File: src/bfr_pkg.sv
// Shared types and constants for the battery frame receiver.
`timescale 1ns / 1ps

package bfr_pkg;

  localparam logic [15:0] SYNC_WORD     = 16'h55AA;
  localparam logic [7:0]  TYPE_STATUS   = 8'h07;
  localparam logic [8:0]  LEN_STATUS_A  = 9'd156;
  localparam logic [8:0]  LEN_STATUS_B  = 9'd153;
  localparam logic [8:0]  LEN_SWITCH    = 9'd6;
  localparam logic [7:0]  SW_CHARGE     = 8'h65;
  localparam logic [7:0]  SW_DISCHARGE  = 8'h66;

  localparam int BFR_QUEUE_DEPTH = 2;

  // frame kinds, also used as data_kind for the two status layouts
  localparam logic [1:0] KIND_OTHER    = 2'd0;
  localparam logic [1:0] KIND_STATUS_A = 2'd1;
  localparam logic [1:0] KIND_STATUS_B = 2'd2;
  localparam logic [1:0] KIND_SWITCH   = 2'd3;

  // switch frame target
  localparam logic [1:0] SW_SEL_NONE      = 2'd0;
  localparam logic [1:0] SW_SEL_CHARGE    = 2'd1;
  localparam logic [1:0] SW_SEL_DISCHARGE = 2'd2;

  // one finished frame, classified, handed from front to back
  typedef struct packed {
    logic [1:0]         kind;
    logic               ok;
    logic signed [15:0] voltage;
    logic [7:0]         soc;
    logic signed [15:0] bat_cur;
    logic signed [15:0] pv_cur;
    logic [7:0]         temp;
    logic [1:0]         sw_sel;
    logic               sw_flag;
  } frame_rec_t;

endpackage

File: src/bfr_front.sv
// Byte parser: header sync, length, checksum and field capture per frame.
`timescale 1ns / 1ps

module bfr_front (
  input  logic              clk,
  input  logic              rst,
  input  logic              in_valid,
  input  logic [7:0]        rx_byte,
  output logic              rec_valid,
  output bfr_pkg::frame_rec_t rec
);
  import bfr_pkg::*;

  localparam logic [8:0] POS_A_SOC   = 9'd59;
  localparam logic [8:0] POS_A_VHI   = 9'd62;
  localparam logic [8:0] POS_A_VLO   = 9'd63;
  localparam logic [8:0] POS_A_IHI   = 9'd66;
  localparam logic [8:0] POS_A_ILO   = 9'd67;
  localparam logic [8:0] POS_B_SOC   = 9'd122;
  localparam logic [8:0] POS_B_VHI   = 9'd123;
  localparam logic [8:0] POS_B_VLO   = 9'd124;
  localparam logic [8:0] POS_B_IHI   = 9'd125;
  localparam logic [8:0] POS_B_ILO   = 9'd126;
  localparam logic [8:0] POS_B_TEMP  = 9'd136;
  localparam logic [8:0] POS_B_PVHI  = 9'd150;
  localparam logic [8:0] POS_B_PVLO  = 9'd151;
  localparam logic [8:0] POS_SW_CODE = 9'd0;
  localparam logic [8:0] POS_SW_VAL  = 9'd4;

  logic [2:0]  hdr_pos;
  logic        in_payload;
  logic [8:0]  pay_pos;
  logic [8:0]  pay_len;
  logic [15:0] sync;
  logic [7:0]  ftype;
  logic [7:0]  sum;

  logic [7:0]  a_soc, b_soc, b_temp, sw_code, sw_val;
  logic [15:0] a_volt, a_cur, b_volt, b_cur, b_pv;

  logic        last;
  logic [1:0]  kind;

  assign last = ({1'b0, pay_pos} + 10'd1) >= {1'b0, pay_len};

  always_ff @(posedge clk) begin
    if (rst) begin
      hdr_pos    <= '0;
      in_payload <= 1'b0;
      pay_pos    <= '0;
      pay_len    <= '0;
      sync       <= '0;
      ftype      <= '0;
      sum        <= '0;
    end else if (in_valid) begin
      if (!in_payload) begin
        case (hdr_pos)
          3'd0: begin
            sync <= {rx_byte, 8'h00};
          end
          3'd1: begin
            sync[7:0] <= rx_byte;
          end
          3'd3: begin
            ftype <= rx_byte;
          end
          default: ;
        endcase
        if (hdr_pos == 3'd0) begin
          sum <= '0;
        end else if (hdr_pos >= 3'd2) begin
          sum <= sum + rx_byte;
        end
        if (hdr_pos >= 3'd5) begin
          hdr_pos <= '0;
          if (sync == SYNC_WORD) begin
            in_payload <= 1'b1;
            pay_len    <= {1'b0, rx_byte} + 9'd1;
            pay_pos    <= '0;
          end
        end else begin
          hdr_pos <= hdr_pos + 3'd1;
        end
      end else if (!last) begin
        sum     <= sum + rx_byte;
        pay_pos <= pay_pos + 9'd1;
      end else begin
        in_payload <= 1'b0;
        pay_pos    <= '0;
      end
    end
  end

  // capture the payload bytes that decoding needs
  always_ff @(posedge clk) begin
    if (in_valid && in_payload) begin
      case (pay_pos)
        POS_A_SOC:   a_soc        <= rx_byte;
        POS_A_VHI:   a_volt[15:8] <= rx_byte;
        POS_A_VLO:   a_volt[7:0]  <= rx_byte;
        POS_A_IHI:   a_cur[15:8]  <= rx_byte;
        POS_A_ILO:   a_cur[7:0]   <= rx_byte;
        POS_B_SOC:   b_soc        <= rx_byte;
        POS_B_VHI:   b_volt[15:8] <= rx_byte;
        POS_B_VLO:   b_volt[7:0]  <= rx_byte;
        POS_B_IHI:   b_cur[15:8]  <= rx_byte;
        POS_B_ILO:   b_cur[7:0]   <= rx_byte;
        POS_B_TEMP:  b_temp       <= rx_byte;
        POS_B_PVHI:  b_pv[15:8]   <= rx_byte;
        POS_B_PVLO:  b_pv[7:0]    <= rx_byte;
        POS_SW_CODE: sw_code      <= rx_byte;
        POS_SW_VAL:  sw_val       <= rx_byte;
        default: ;
      endcase
    end
  end

  always_comb begin
    kind = KIND_OTHER;
    if (ftype == TYPE_STATUS) begin
      if (pay_len == LEN_STATUS_A) begin
        kind = KIND_STATUS_A;
      end else if (pay_len == LEN_STATUS_B) begin
        kind = KIND_STATUS_B;
      end else if (pay_len == LEN_SWITCH) begin
        kind = KIND_SWITCH;
      end
    end
  end

  always_comb begin
    rec_valid   = in_valid && in_payload && last;
    rec.kind    = kind;
    rec.ok      = (rx_byte == (sum - 8'd1));
    rec.voltage = '0;
    rec.soc     = '0;
    rec.bat_cur = '0;
    rec.pv_cur  = '0;
    rec.temp    = '0;
    case (kind)
      KIND_STATUS_A: begin
        rec.voltage = a_volt;
        rec.soc     = a_soc;
        rec.bat_cur = a_cur;
      end
      KIND_STATUS_B: begin
        rec.voltage = b_volt;
        rec.soc     = b_soc;
        rec.bat_cur = b_cur;
        rec.pv_cur  = b_pv;
        rec.temp    = b_temp;
      end
      default: ;
    endcase
    if (sw_code == SW_CHARGE) begin
      rec.sw_sel = SW_SEL_CHARGE;
    end else if (sw_code == SW_DISCHARGE) begin
      rec.sw_sel = SW_SEL_DISCHARGE;
    end else begin
      rec.sw_sel = SW_SEL_NONE;
    end
    rec.sw_flag = (sw_val == 8'd1);
  end

endmodule

File: src/bfr_queue.sv
// Small FIFO of finished frame records between parser and decoder.
`timescale 1ns / 1ps

module bfr_queue #(
  parameter int DEPTH = bfr_pkg::BFR_QUEUE_DEPTH
) (
  input  logic                clk,
  input  logic                rst,
  input  logic                wr_en,
  input  bfr_pkg::frame_rec_t wr_data,
  input  logic                rd_en,
  output bfr_pkg::frame_rec_t rd_data,
  output logic                full,
  output logic                empty
);
  import bfr_pkg::*;

  localparam int PW = $clog2(DEPTH);
  localparam int CW = $clog2(DEPTH + 1);
  localparam logic [PW-1:0] LAST_PTR = PW'(DEPTH - 1);
  localparam logic [CW-1:0] FULL_CNT = CW'(DEPTH);

  frame_rec_t    entries [DEPTH];
  logic [PW-1:0] wr_ptr;
  logic [PW-1:0] rd_ptr;
  logic [CW-1:0] count;

  assign full    = (count == FULL_CNT);
  assign empty   = (count == '0);
  assign rd_data = entries[rd_ptr];

  always_ff @(posedge clk) begin
    if (wr_en) begin
      entries[wr_ptr] <= wr_data;
    end
  end

  always_ff @(posedge clk) begin
    if (rst) begin
      wr_ptr <= '0;
      rd_ptr <= '0;
      count  <= '0;
    end else begin
      if (wr_en) begin
        wr_ptr <= (wr_ptr == LAST_PTR) ? '0 : wr_ptr + 1'b1;
      end
      if (rd_en) begin
        rd_ptr <= (rd_ptr == LAST_PTR) ? '0 : rd_ptr + 1'b1;
      end
      if (wr_en && !rd_en) begin
        count <= count + 1'b1;
      end else if (rd_en && !wr_en) begin
        count <= count - 1'b1;
      end
    end
  end

endmodule

File: src/bfr_back.sv
// Decoder: applies frame records to the held battery data, drives results.
`timescale 1ns / 1ps

module bfr_back (
  input  logic                clk,
  input  logic                rst,
  input  logic                q_empty,
  input  bfr_pkg::frame_rec_t q_data,
  output logic                q_rd,
  input  logic                pop,
  output logic                empty,
  output logic [1:0]          frame_kind,
  output logic                checksum_ok,
  output logic                keepalive,
  output logic                data_updated,
  output logic signed [15:0]  voltage_tenths,
  output logic [7:0]          state_of_charge,
  output logic signed [15:0]  battery_current_tenths,
  output logic signed [15:0]  pv_current_tenths,
  output logic [7:0]          temperature,
  output logic                charge_enabled,
  output logic                discharge_enabled,
  output logic [1:0]          data_kind
);
  import bfr_pkg::*;

  logic out_valid;
  logic is_status;
  logic is_switch;

  assign empty = !out_valid;
  assign q_rd  = !q_empty && (!out_valid || pop);

  assign is_status = q_data.ok &&
                     (q_data.kind == KIND_STATUS_A || q_data.kind == KIND_STATUS_B);
  assign is_switch = q_data.ok && (q_data.kind == KIND_SWITCH) &&
                     (q_data.sw_sel != SW_SEL_NONE);

  always_ff @(posedge clk) begin
    if (rst) begin
      out_valid <= 1'b0;
    end else if (q_rd) begin
      out_valid <= 1'b1;
    end else if (pop) begin
      out_valid <= 1'b0;
    end
  end

  always_ff @(posedge clk) begin
    if (q_rd) begin
      frame_kind   <= q_data.kind;
      checksum_ok  <= q_data.ok;
      keepalive    <= (q_data.kind == KIND_STATUS_A);
      data_updated <= is_status || is_switch;
    end
  end

  // held data doubles as the result fields; it only moves when a new
  // result is loaded
  always_ff @(posedge clk) begin
    if (rst) begin
      voltage_tenths         <= '0;
      state_of_charge        <= '0;
      battery_current_tenths <= '0;
      pv_current_tenths      <= '0;
      temperature            <= '0;
      charge_enabled         <= 1'b0;
      discharge_enabled      <= 1'b0;
      data_kind              <= '0;
    end else if (q_rd) begin
      if (is_status) begin
        voltage_tenths         <= q_data.voltage;
        state_of_charge        <= q_data.soc;
        battery_current_tenths <= q_data.bat_cur;
        pv_current_tenths      <= q_data.pv_cur;
        temperature            <= q_data.temp;
        data_kind              <= q_data.kind;
      end
      if (is_switch) begin
        if (q_data.sw_sel == SW_SEL_CHARGE) begin
          charge_enabled <= q_data.sw_flag;
        end else begin
          discharge_enabled <= q_data.sw_flag;
        end
      end
    end
  end

endmodule

File: src/battery_frame_receiver.sv
// Top level of the battery frame receiver.
`timescale 1ns / 1ps

// Takes one received byte per push and gives one result per kept frame, on the
// frame's last payload byte. A byte is taken every cycle while full is low; full
// rises only when the frame queue between parser and decoder (QUEUE_DEPTH records)
// fills up because results are not being popped. When nothing waits ahead of it,
// a result is written into the frame queue with the frame's last byte and is then
// loaded into the result registers, from where it can be popped. It stays until
// popped. The held battery fields reflect every frame up to and including the one
// shown.
module battery_frame_receiver #(
  parameter int QUEUE_DEPTH = bfr_pkg::BFR_QUEUE_DEPTH
) (
  input  logic               clk,
  input  logic               rst,
  input  logic               push,
  output logic               full,
  input  logic [7:0]         rx_byte,
  output logic               empty,
  input  logic               pop,
  output logic [1:0]         frame_kind,
  output logic               checksum_ok,
  output logic               keepalive,
  output logic               data_updated,
  output logic signed [15:0] voltage_tenths,
  output logic [7:0]         state_of_charge,
  output logic signed [15:0] battery_current_tenths,
  output logic signed [15:0] pv_current_tenths,
  output logic [7:0]         temperature,
  output logic               charge_enabled,
  output logic               discharge_enabled,
  output logic [1:0]         data_kind
);
  import bfr_pkg::*;

  logic       accept;
  logic       rec_valid;
  frame_rec_t rec;
  frame_rec_t q_data;
  logic       q_empty;
  logic       q_rd;

  assign accept = push && !full;

  bfr_front u_front (
    .clk       (clk),
    .rst       (rst),
    .in_valid  (accept),
    .rx_byte   (rx_byte),
    .rec_valid (rec_valid),
    .rec       (rec)
  );

  bfr_queue #(
    .DEPTH (QUEUE_DEPTH)
  ) u_queue (
    .clk     (clk),
    .rst     (rst),
    .wr_en   (rec_valid),
    .wr_data (rec),
    .rd_en   (q_rd),
    .rd_data (q_data),
    .full    (full),
    .empty   (q_empty)
  );

  bfr_back u_back (
    .clk                    (clk),
    .rst                    (rst),
    .q_empty                (q_empty),
    .q_data                 (q_data),
    .q_rd                   (q_rd),
    .pop                    (pop),
    .empty                  (empty),
    .frame_kind             (frame_kind),
    .checksum_ok            (checksum_ok),
    .keepalive              (keepalive),
    .data_updated           (data_updated),
    .voltage_tenths         (voltage_tenths),
    .state_of_charge        (state_of_charge),
    .battery_current_tenths (battery_current_tenths),
    .pv_current_tenths      (pv_current_tenths),
    .temperature            (temperature),
    .charge_enabled         (charge_enabled),
    .discharge_enabled      (discharge_enabled),
    .data_kind              (data_kind)
  );

endmodule
File: config.mk
export PLATFORM = sky130hd
export DESIGN_NAME = battery_frame_receiver
export DESIGN_NICKNAME = d
export VERILOG_FILES = /design/src/bfr_pkg.sv /design/src/bfr_front.sv /design/src/bfr_queue.sv /design/src/bfr_back.sv /design/src/battery_frame_receiver.sv
export SDC_FILE = /design/constraint.sdc
export NUM_CORES = 1
export LEC_CHECK = 0
export BUFFER_PORTS_ARGS = -buffer_cell sky130_fd_sc_hd__buf_4
export CAP_MARGIN = 25
export CORE_MARGIN = 8
export CORE_UTILIZATION = 45
export CTS_CLUSTER_DIAMETER = 50
export DETAILED_ROUTE_END_ITERATION = 6
export MAX_ROUTING_LAYER = met4
export PLACE_DENSITY = 0.71
export SYNTH_ARGS = -nofsm -noshare
export SYNTH_HDL_FRONTEND = slang
export SYNTH_SLANG_ARGS = --single-unit
File: constraint.sdc
create_clock -name clk -period 8.12 [get_ports clk]
set_input_delay 0.812 -clock clk [delete_from_list [all_inputs] [get_ports clk]]
set_output_delay 0.812 -clock clk [all_outputs]
set_load 0.03 [all_outputs]
==> results of run 1 <==
## kinds of logic (layout without fill, tap and decap cells)
logic type | after synthesis | count (layout)
muxes | 81 | 81
buffers and inverters | 98 | 202
and+or+nand+nor | 363 | 363
xor gates and xnor gates | 31 | 31
adders and majority gates | 33 | 33
DFF | 393 | 393
AOI/OAI and AO/OA | 187 | 187
## cells in the mapped netlist, drive strengths merged (7+ instances only)
library cell | n | area [µm²]
nand2 | 52 | 195.2
and3 | 7 | 43.79
edfxtp | 265 | 7958
nor4 | 8 | 65.06
a211oi | 73 | 548.0
nor3 | 13 | 70.07
a22oi | 46 | 345.3
and2 | 27 | 168.9
xnor2 | 21 | 183.9
dfxtp | 128 | 2562
nand3 | 35 | 187.7
clkbuf | 45 | 168.9
nor2 | 172 | 645.6
xor2 | 10 | 87.58
inv | 27 | 101.4
o21ai | 11 | 58.81
buf | 26 | 126.4
ha | 32 | 400.4
nand2b | 9 | 63.81
a21oi | 37 | 207.7
mux2i | 75 | 750.7
## per-stage QoR
stage	area [µm²]	hold slack [ns]	power, µW
after floorplan	15510	0.4318	2238
after global placement	16550	0.4378	2270
after detailed placement	16550	0.4493	2274
after CTS	17870	0.4572	4065
after global routing	17890	0.4697	4151
final	17890	0.4586	4025
## per-layer routing
metal  part of all wire, %  GRT usage (%)  wire length, µm
met1                    43          17.78            12890
met2                    50          25.29            14920
met3                   4.8          2.863             1441
met4                   2.6          4.905              770
met5                     0              -                0
## worst max-delay path, cell delays in order (launching register included)
cell and delay, ns:
dfxtp_1 0.47, ha_1 0.32, nand3_1 0.23, nor2_1 0.16, nand2_1 0.08, xnor2_1 0.17, ha_1 0.37, a21oi_4 0.09
and2_1 0.18, o2bb2ai_2 0.28, and2_2 0.79, buf_4 0.58
## final cells by class
class / instances / area, µm²
inverter: 27 / 101.3
tap: 455 / 569.3
timing repair buffer: 99 / 755.7
fill: 2865 / 16400
clock buffer: 54 / 1147
clock inverter: 22 / 172.7
sequential: 393 / 10520
multi-input combinational: 695 / 4618
## flip-flops by register name, summed over array words and instances, names as in the netlist, 9 cells and up, named ones only
name and flops:
u_back.pv_current_tenths 16, u_front.sync 16, u_front.pay_len 9, u_front.b_volt 16
u_front.b_cur 16, u_queue.entries 140, u_front.pay_pos 9, u_back.voltage_tenths 16
u_front.a_cur 16, u_front.a_volt 16, u_front.b_pv 16, u_back.battery_current_tenths 16
## worst max path at each step
stage                                          from                          endpoint  cells after the start
finish              u_front.pay_pos[0]$_SDFFE_PP0P_  u_queue.entries[1][68]$_DFFE_PP_                     11
global route        u_front.pay_pos[0]$_SDFFE_PP0P_  u_queue.entries[1][68]$_DFFE_PP_                     11
CTS                 u_front.pay_pos[0]$_SDFFE_PP0P_  u_queue.entries[0][67]$_DFFE_PP_                      9
detailed placement  u_front.pay_pos[0]$_SDFFE_PP0P_  u_queue.entries[0][59]$_DFFE_PP_                     11
global placement    u_front.pay_pos[0]$_SDFFE_PP0P_  u_queue.entries[0][55]$_DFFE_PP_                      9
floorplan           u_front.pay_pos[0]$_SDFFE_PP0P_   u_queue.entries[0][0]$_DFFE_PP_                      8
## power by group through the flow
stage / registers, µW / clock network [µW] / logic [µW]
after floorplan: 2170 / 0 / 63.9
after global placement: 2170 / 0 / 95.7
after detailed placement: 2170 / 0 / 98.8
after CTS: 2130 / 1830 / 99.2
after global routing: 2130 / 1910 / 109
final: 2130 / 1790 / 98.1
## cells in the final DEF (no fill, tap or decap), drive strengths merged, types with 4 or more instances in the layout
cell type	count
a211oi	73
a21o	4
a21oi	37
a22oi	46
a31oi	4
and2	27
and3	7
buf	99
clkbuf	54
clkinv	14
clkinvlp	4
dfxtp	128
edfxtp	265
ha	32
inv	29
mux2	6
mux2i	75
nand2	52
nand2b	9
nand3	35
nand4	6
nor2	172
nor3	13
nor3b	5
nor4	8
nor4bb	4
o21ai	11
or3b	4
xnor2	21
xor2	10
==> reports/results.ini, run 1 <==
[cts]
number_of_setup_buffers_added_after_cts = 0
post_cts.resized_instances = 0
clkTransAtPathRegs_ns = 0.06
clock_path_buffers = 3
cts_tree = done
ctsHtreeMaxLevel = 2
holdBufCountCts = 0
cts.root.buffer_cell = clkbuf_16
tritoncts.num_buffers = 41
clkLatencyLatePin_ns = 0.52
cts_num_sinks = 393

[routing]
vias = 9195
drt-pass1-iter-count = 5
drtAntennaViolNets = 0
routed_wirelength_mm = 30.02
route.detailed.vias_per_inst = 5.269
post_drt_wl_per_cell_um = 17.21
drt_drc_violations_left = 0
drt-initial-drc-count = 507

[global_routing]
grt_antenna_before_repair = 1
global_route.overflow_total = 0
grt_pass1_wl_mm = 48.48
grt_util_all_layers_pct = 14.93
grt_max_degree = 99
first_global_vias = 9148

[die]
num_rows = 68
floorplan.die.width_um = 201.7
floorplan.core_area_um2 = 34290
area_enclosed_by_the_die_boundary_um2 = 40670
die_height_um = 201.7
initial_utilization_pct = 45.25
top_level_port_count = 87

[sta]
rsz_0062_raised_after_global_routing = no
finClkSkew_ns = 0.01123
worst_slack_setup_final_ns = 4.003
tightest_slew_ns = 0.9105
timing.fmax_ghz = 0.2429
final_number_of_max_transition_violations = 0
finalSetupTns_ns = 0
timing.max_slew.rel_slack_pct = 39.30
setup_violations = 0
finalCriticalPeriod_ns = 4.117
hold_viol_final = 0
finalCritPeriodShare_pct = 50.70

[placement]
count_of_input_and_output_buffers = 86
final_replace_weighted_congestion = 0.8706
worst_setup_slack_after_placement_ns = 3.825
dp_hpwl_mm = 18.50
placedCellCount = 1668

[synthesis]
synth-edff-count = 265
postSynth.asyncResetShare_pct = 0
synth_area_per_cell_um2 = 13.08
synth_compound_gate_area_share_pct = 8.637
post_synth_inst_count = 1186
yosys_warnings = 0
post_synth_mux_area_share_pct = 5.274
synth-seq-area-share_pct = 67.81
synthSimpleGateAreaFrac_pct = 11.27
synth.ff_latch_count = 393
synth_nets = 1231
synthDistinctLibCells = 64
mappedNetlistArea_um2 = 15510
ys.flop_type = edfxtp_1
synth_top_family_by_area = simple AND/OR/NAND/NOR gates
synth-adder-area-share_pct = 2.710
post_synth_xor_area_fraction_pct = 1.750

[cells_and_area]
fin_cells = 1745
finish.net_count = 1302
n_antenna_cell = 0
drive_above_1_share_pct = 13.95
areaGrowthSynthToFinish_pct = 15.30
final_core_utilization_pct = 52.17

[worst_setup_path]
r2r-end = u_queue.entries[1][68]$_DFFE_PP_
critical_path.startpoint_type = register
crit_path_category = register to register
r2r.worst_path.cells = 11
crit_path_end_kind = register
critical_path.max_fanout = 38
critPathRequiredTime_ns = 8.27
critical_path.reg2reg.startpoint = u_front.pay_pos[0]$_SDFFE_PP0P_
crit_arrival_ns = 4.27
ff2ff_setup_slack_ns = 4.00

[job]
drv_cap = 0

[power_and_ir_drop]
combinational_power_share_pct = 2.4
power.share.sequential_pct = 53.0
internal-power_uw = 3220
p_per_area_nw_per_um2 = 225.0
switching_power_uw = 804.9
ir_worst_vdd_mv = 0.1437
clockPowerShare_pct = 44.6
switching_share_pct = 20.00
p_leak_uw = 0.005921

[worst_hold_path]
number_of_cells_on_the_worst_hold_path = 2
min-delay-path-class = register to register
hold_end = u_front.sync[10]$_SDFFE_PP0P_
hold_start = u_front.sync[10]$_SDFFE_PP0P_

[status]
run_status = completed

Note: power is estimated with default switching activity, not from simulation.
==> run 2: changes to the inputs <==
Settings changed: ABC_AREA from default to 1.
Clock period 8.12 ns to 4 ns, I/O delays scaled along.
==> run 2 against run 1 <==
  * Non-clock buffer count is 9 higher
  * Maximum frequency up 29%
  * Die area grew 1.7%
  * Synthesized cell count increased by 25%
  * Power grew to 2.5 times the previous value
  * Final cell count rose by 17%
  * Wire length is 5.8% higher
  * Critical path depth increased by 9
  * Cell area increased by 1.7%
  * Largest power group unchanged
  * Critical path type unchanged
  * Combinational power rose to 18 times the previous value
==> reports/results.ini, run 2 <==
[synthesis]
mappedNetlistArea_um2 = 15800  ; was 15510 µm²
synth-seq-area-share_pct = 66.60  ; was 67.81%
area_share_of_the_largest_cell_type_after_synthesis_pct = 50.38  ; was 51.29%
post_synth_inst_count = 1480  ; was 1186
synth.ff_latch_count = 393  ; unchanged
synthDistinctLibCells = 44  ; was 64
yosys_warnings = 0  ; unchanged
postSynth.asyncResetShare_pct = 0  ; unchanged
synth_area_per_cell_um2 = 10.67  ; was 13.08 µm²
synth_nets = 1525  ; was 1231
yosysTopAreaCell = edfxtp_1  ; unchanged
synth-edff-count = 265  ; unchanged
ys.flop_type = edfxtp_1  ; unchanged
synth_most_common_cell = edfxtp_1  ; unchanged
synth_top_cells_by_area = edfxtp_1, dfxtp_1, a21oi_1  ; was edfxtp_1, dfxtp_1, mux2i_1
synth_common_cells = edfxtp_1, a21oi_1, nand2_1, inv_1, nor2_1  ; was edfxtp_1, nor2_1, dfxtp_1, mux2i_1, a211oi_1

[status]
run_status = completed  ; unchanged

[worst_setup_path]
critical_path.max_fanout = 6  ; was 38
crit_path_end_kind = register  ; unchanged
critPathRequiredTime_ns = 4.41  ; was 8.27 ns
critical_path.reg2reg.startpoint = u_front.pay_pos[0]$_SDFFE_PP0P_  ; unchanged
ff2ff_setup_slack_ns = 0.82  ; was 4.00 ns
crit_arrival_ns = 3.59  ; was 4.27 ns
critical_path.startpoint_type = register  ; unchanged
crit_path_category = register to register  ; unchanged
r2r.worst_path.cells = 20  ; was 11
timing.critical_path.to = u_queue.count[1]$_SDFFE_PP0P_  ; was u_queue.entries[1][68]$_DFFE_PP_
crit_start = u_front.pay_pos[0]$_SDFFE_PP0P_  ; unchanged
r2r-end = u_queue.count[1]$_SDFFE_PP0P_  ; was u_queue.entries[1][68]$_DFFE_PP_

[cells_and_area]
drive_above_1_share_pct = 12.73  ; was 13.95%
n_antenna_cell = 0  ; unchanged
final_core_utilization_pct = 52.64  ; was 52.17%
final_design_area_no_fill_um2 = 18180  ; was 17890 µm²
max_ffs_per_register = 140  ; unchanged
top_register = u_queue.entries  ; unchanged
layout.cells.most_common = edfxtp_1  ; unchanged
most_frequent_cells_in_the_layout = edfxtp_1, a21oi_1, nand2_1  ; was edfxtp_1, nor2_1, dfxtp_1
finish.net_count = 1609  ; was 1302
areaGrowthSynthToFinish_pct = 15.11  ; was 15.30%

[sta]
finalCriticalPeriod_ns = 3.185  ; was 4.117 ns
final_number_of_max_transition_violations = 0  ; unchanged
tightest_slew_ns = 0.9885  ; was 0.9105 ns
setup_violations = 0  ; unchanged
rsz_0062_raised_after_global_routing = no  ; unchanged
timing.max_slew.rel_slack_pct = 34.01  ; was 39.30%
finClkSkew_ns = 0.01511  ; was 0.01123 ns
worst_slack_setup_final_ns = 0.8150  ; was 4.003 ns
hold_viol_final = 0  ; unchanged
finalCritPeriodShare_pct = 79.62  ; was 50.70%
timing.fmax_ghz = 0.3140  ; was 0.2429 GHz

[routing]
route.detailed.vias_per_inst = 5.010  ; was 5.269
drtAntennaViolNets = 0  ; unchanged
drt-pass1-iter-count = 7  ; was 5
post_drt_wl_per_cell_um = 15.50  ; was 17.21 µm
drt-initial-drc-count = 627  ; was 507
vias = 10270  ; was 9195
routed_wirelength_mm = 31.77  ; was 30.02 mm
drt_drc_violations_left = 0  ; unchanged

[global_routing]
grt_util_all_layers_pct = 15.60  ; was 14.93%
grt_max_degree = 92  ; was 99
first_global_vias = 10010  ; was 9148
grt_pass1_wl_mm = 51.47  ; was 48.48 mm
grt_antenna_before_repair = 0  ; was 1
global_route.overflow_total = 0  ; unchanged

[cts]
cts_num_sinks = 393  ; unchanged
clkTransAtPathRegs_ns = 0.06  ; about the same
cts.root.buffer_cell = clkbuf_16  ; unchanged
number_of_setup_buffers_added_after_cts = 0  ; unchanged
cts_tree = done  ; unchanged
ctsHtreeMaxLevel = 2  ; unchanged
clock_path_buffers = 3  ; unchanged
post_cts.resized_instances = 0  ; unchanged
clkLatencyLatePin_ns = 0.52  ; about the same
tritoncts.num_buffers = 40  ; was 41
holdBufCountCts = 0  ; unchanged

[placement]
final_replace_weighted_congestion = 0.8427  ; was 0.8706
dp_hpwl_mm = 20.04  ; was 18.50 mm
worst_setup_slack_after_placement_ns = 0.7975  ; was 3.825 ns
post_dp_cell_area_um2 = 16900  ; was 16550 µm²
count_of_input_and_output_buffers = 86  ; unchanged

[die]
num_rows = 68  ; unchanged
top_level_port_count = 87  ; unchanged
die_height_um = 203.4  ; was 201.7 µm
initial_utilization_pct = 45.73  ; was 45.25%
floorplan.die.width_um = 203.4  ; was 201.7 µm
area_enclosed_by_the_die_boundary_um2 = 41360  ; was 40670 µm²
floorplan.core_area_um2 = 34540  ; was 34290 µm²

[job]
drv_cap = 0  ; unchanged

[power_and_ir_drop]
ir_worst_vdd_mv = 0.3194  ; was 0.1437 mV
p_per_area_nw_per_um2 = 555.2  ; was 225.0 nW/µm²
p_leak_uw = 0.006973  ; was 0.005921 µW

[worst_hold_path]
number_of_cells_on_the_worst_hold_path = 4  ; was 2
min-delay-path-class = input port to register  ; was register to register

## run 2: cell types whose count changed after synthesis, sizes merged, moves of 21 or more
cell	previous run	this run
a211oi	73	2
a21oi	37	230
a22oi	46	1
and2	27	0
inv	27	172
mux2i	75	0
nand2	52	218
nor2	172	151
o21ai	11	100
## run 2: layout make-up
type                    count  area, µm²
inverters                 173      649.4
multi-input cells         848       4343
clock inverters            11      77.57
repair buffers            108      835.8
flip-flops and latches    393      10520
clock buffers              62       1185
fillers                  3022      16360
well taps                 455      569.3
## run 2: metal layers
layer | vias to the layer above | global-route usage [%] | routed length (µm) | part of all wire, %
met3 | 61 | 2.618 | 1295 | 4.1
met1 | 4839 | 18.74 | 13800 | 43
met5 | - | - | 0 | 0
met2 | 174 | 27.02 | 16010 | 50
met4 | 0 | 4.092 | 669 | 2.1
li1 | 5196 | - | - | -
## run 2: critical path: stages, from the launching register on
cell	delay, ns
dfxtp_1	0.40
inv_1	0.16
nor3_2	0.28
a21oi_1	0.10
a21oi_1	0.19
ha_1	0.27
nand2_1	0.08
inv_1	0.04
a21oi_1	0.13
nand2_1	0.07
nand2_1	0.05
nand2_1	0.04
nand2_1	0.11
nand2_1	0.08
nand2_1	0.22
inv_2	0.08
ha_1	0.32
a21oi_1	0.11
o21ai_0	0.11
o21ai_0	0.16
a21oi_1	0.06
## run 2: how the worst min path moves through the flow
| stage | start | end | slack (ns) |
|---|---|---|---|
| 4_1_cts | pop | u_back.out_valid$_SDFFE_PP0P_ | 0.22 |
| 2_1_floorplan | u_queue.rd_ptr$_SDFFE_PP0P_ | register | 0.43 |
| 6_report | pop | u_back.out_valid$_SDFFE_PP0P_ | 0.23 |
| 5_1_grt | pop | u_back.out_valid$_SDFFE_PP0P_ | 0.25 |
| 3_3_place_gp | u_queue.rd_ptr$_SDFFE_PP0P_ | register | 0.43 |
| 3_5_place_dp | u_queue.rd_ptr$_SDFFE_PP0P_ | register | 0.43 |
## run 2: logic make-up after synthesis
logic type	count (synthesis)	synth area share [%]
flip-flops	393	66.60
adder cells (fa/ha/maj)	33	2.661
AO/OA/AOI/OAI	339	11.16
XOR/XNOR	23	1.275
buffers and inverters	239	6.036
AND/OR/NAND/NOR	451	12.13
multiplexers	2	0.1426
## run 2: through the flow
stage	std cells	setup TNS, ns	power (µW)	hold WS (ns)
after CTS	2049	0	10200	0.2194
final	2050	0	10100	0.2337
after detailed placement	1976	0	6662	0.4288
after global routing	2050	0	10560	0.2538
after global placement	1976	0	6626	0.4259
after floorplan	1480	-7.037	6130	0.4257
## run 2: power by group
part	internal, µW	total [µW]	leakage (µW)	switching, µW
registers	4570	4790	0.00378	215
logic	588	1770	0.00258	1190
clock network	2050	3530	0.000612	1480
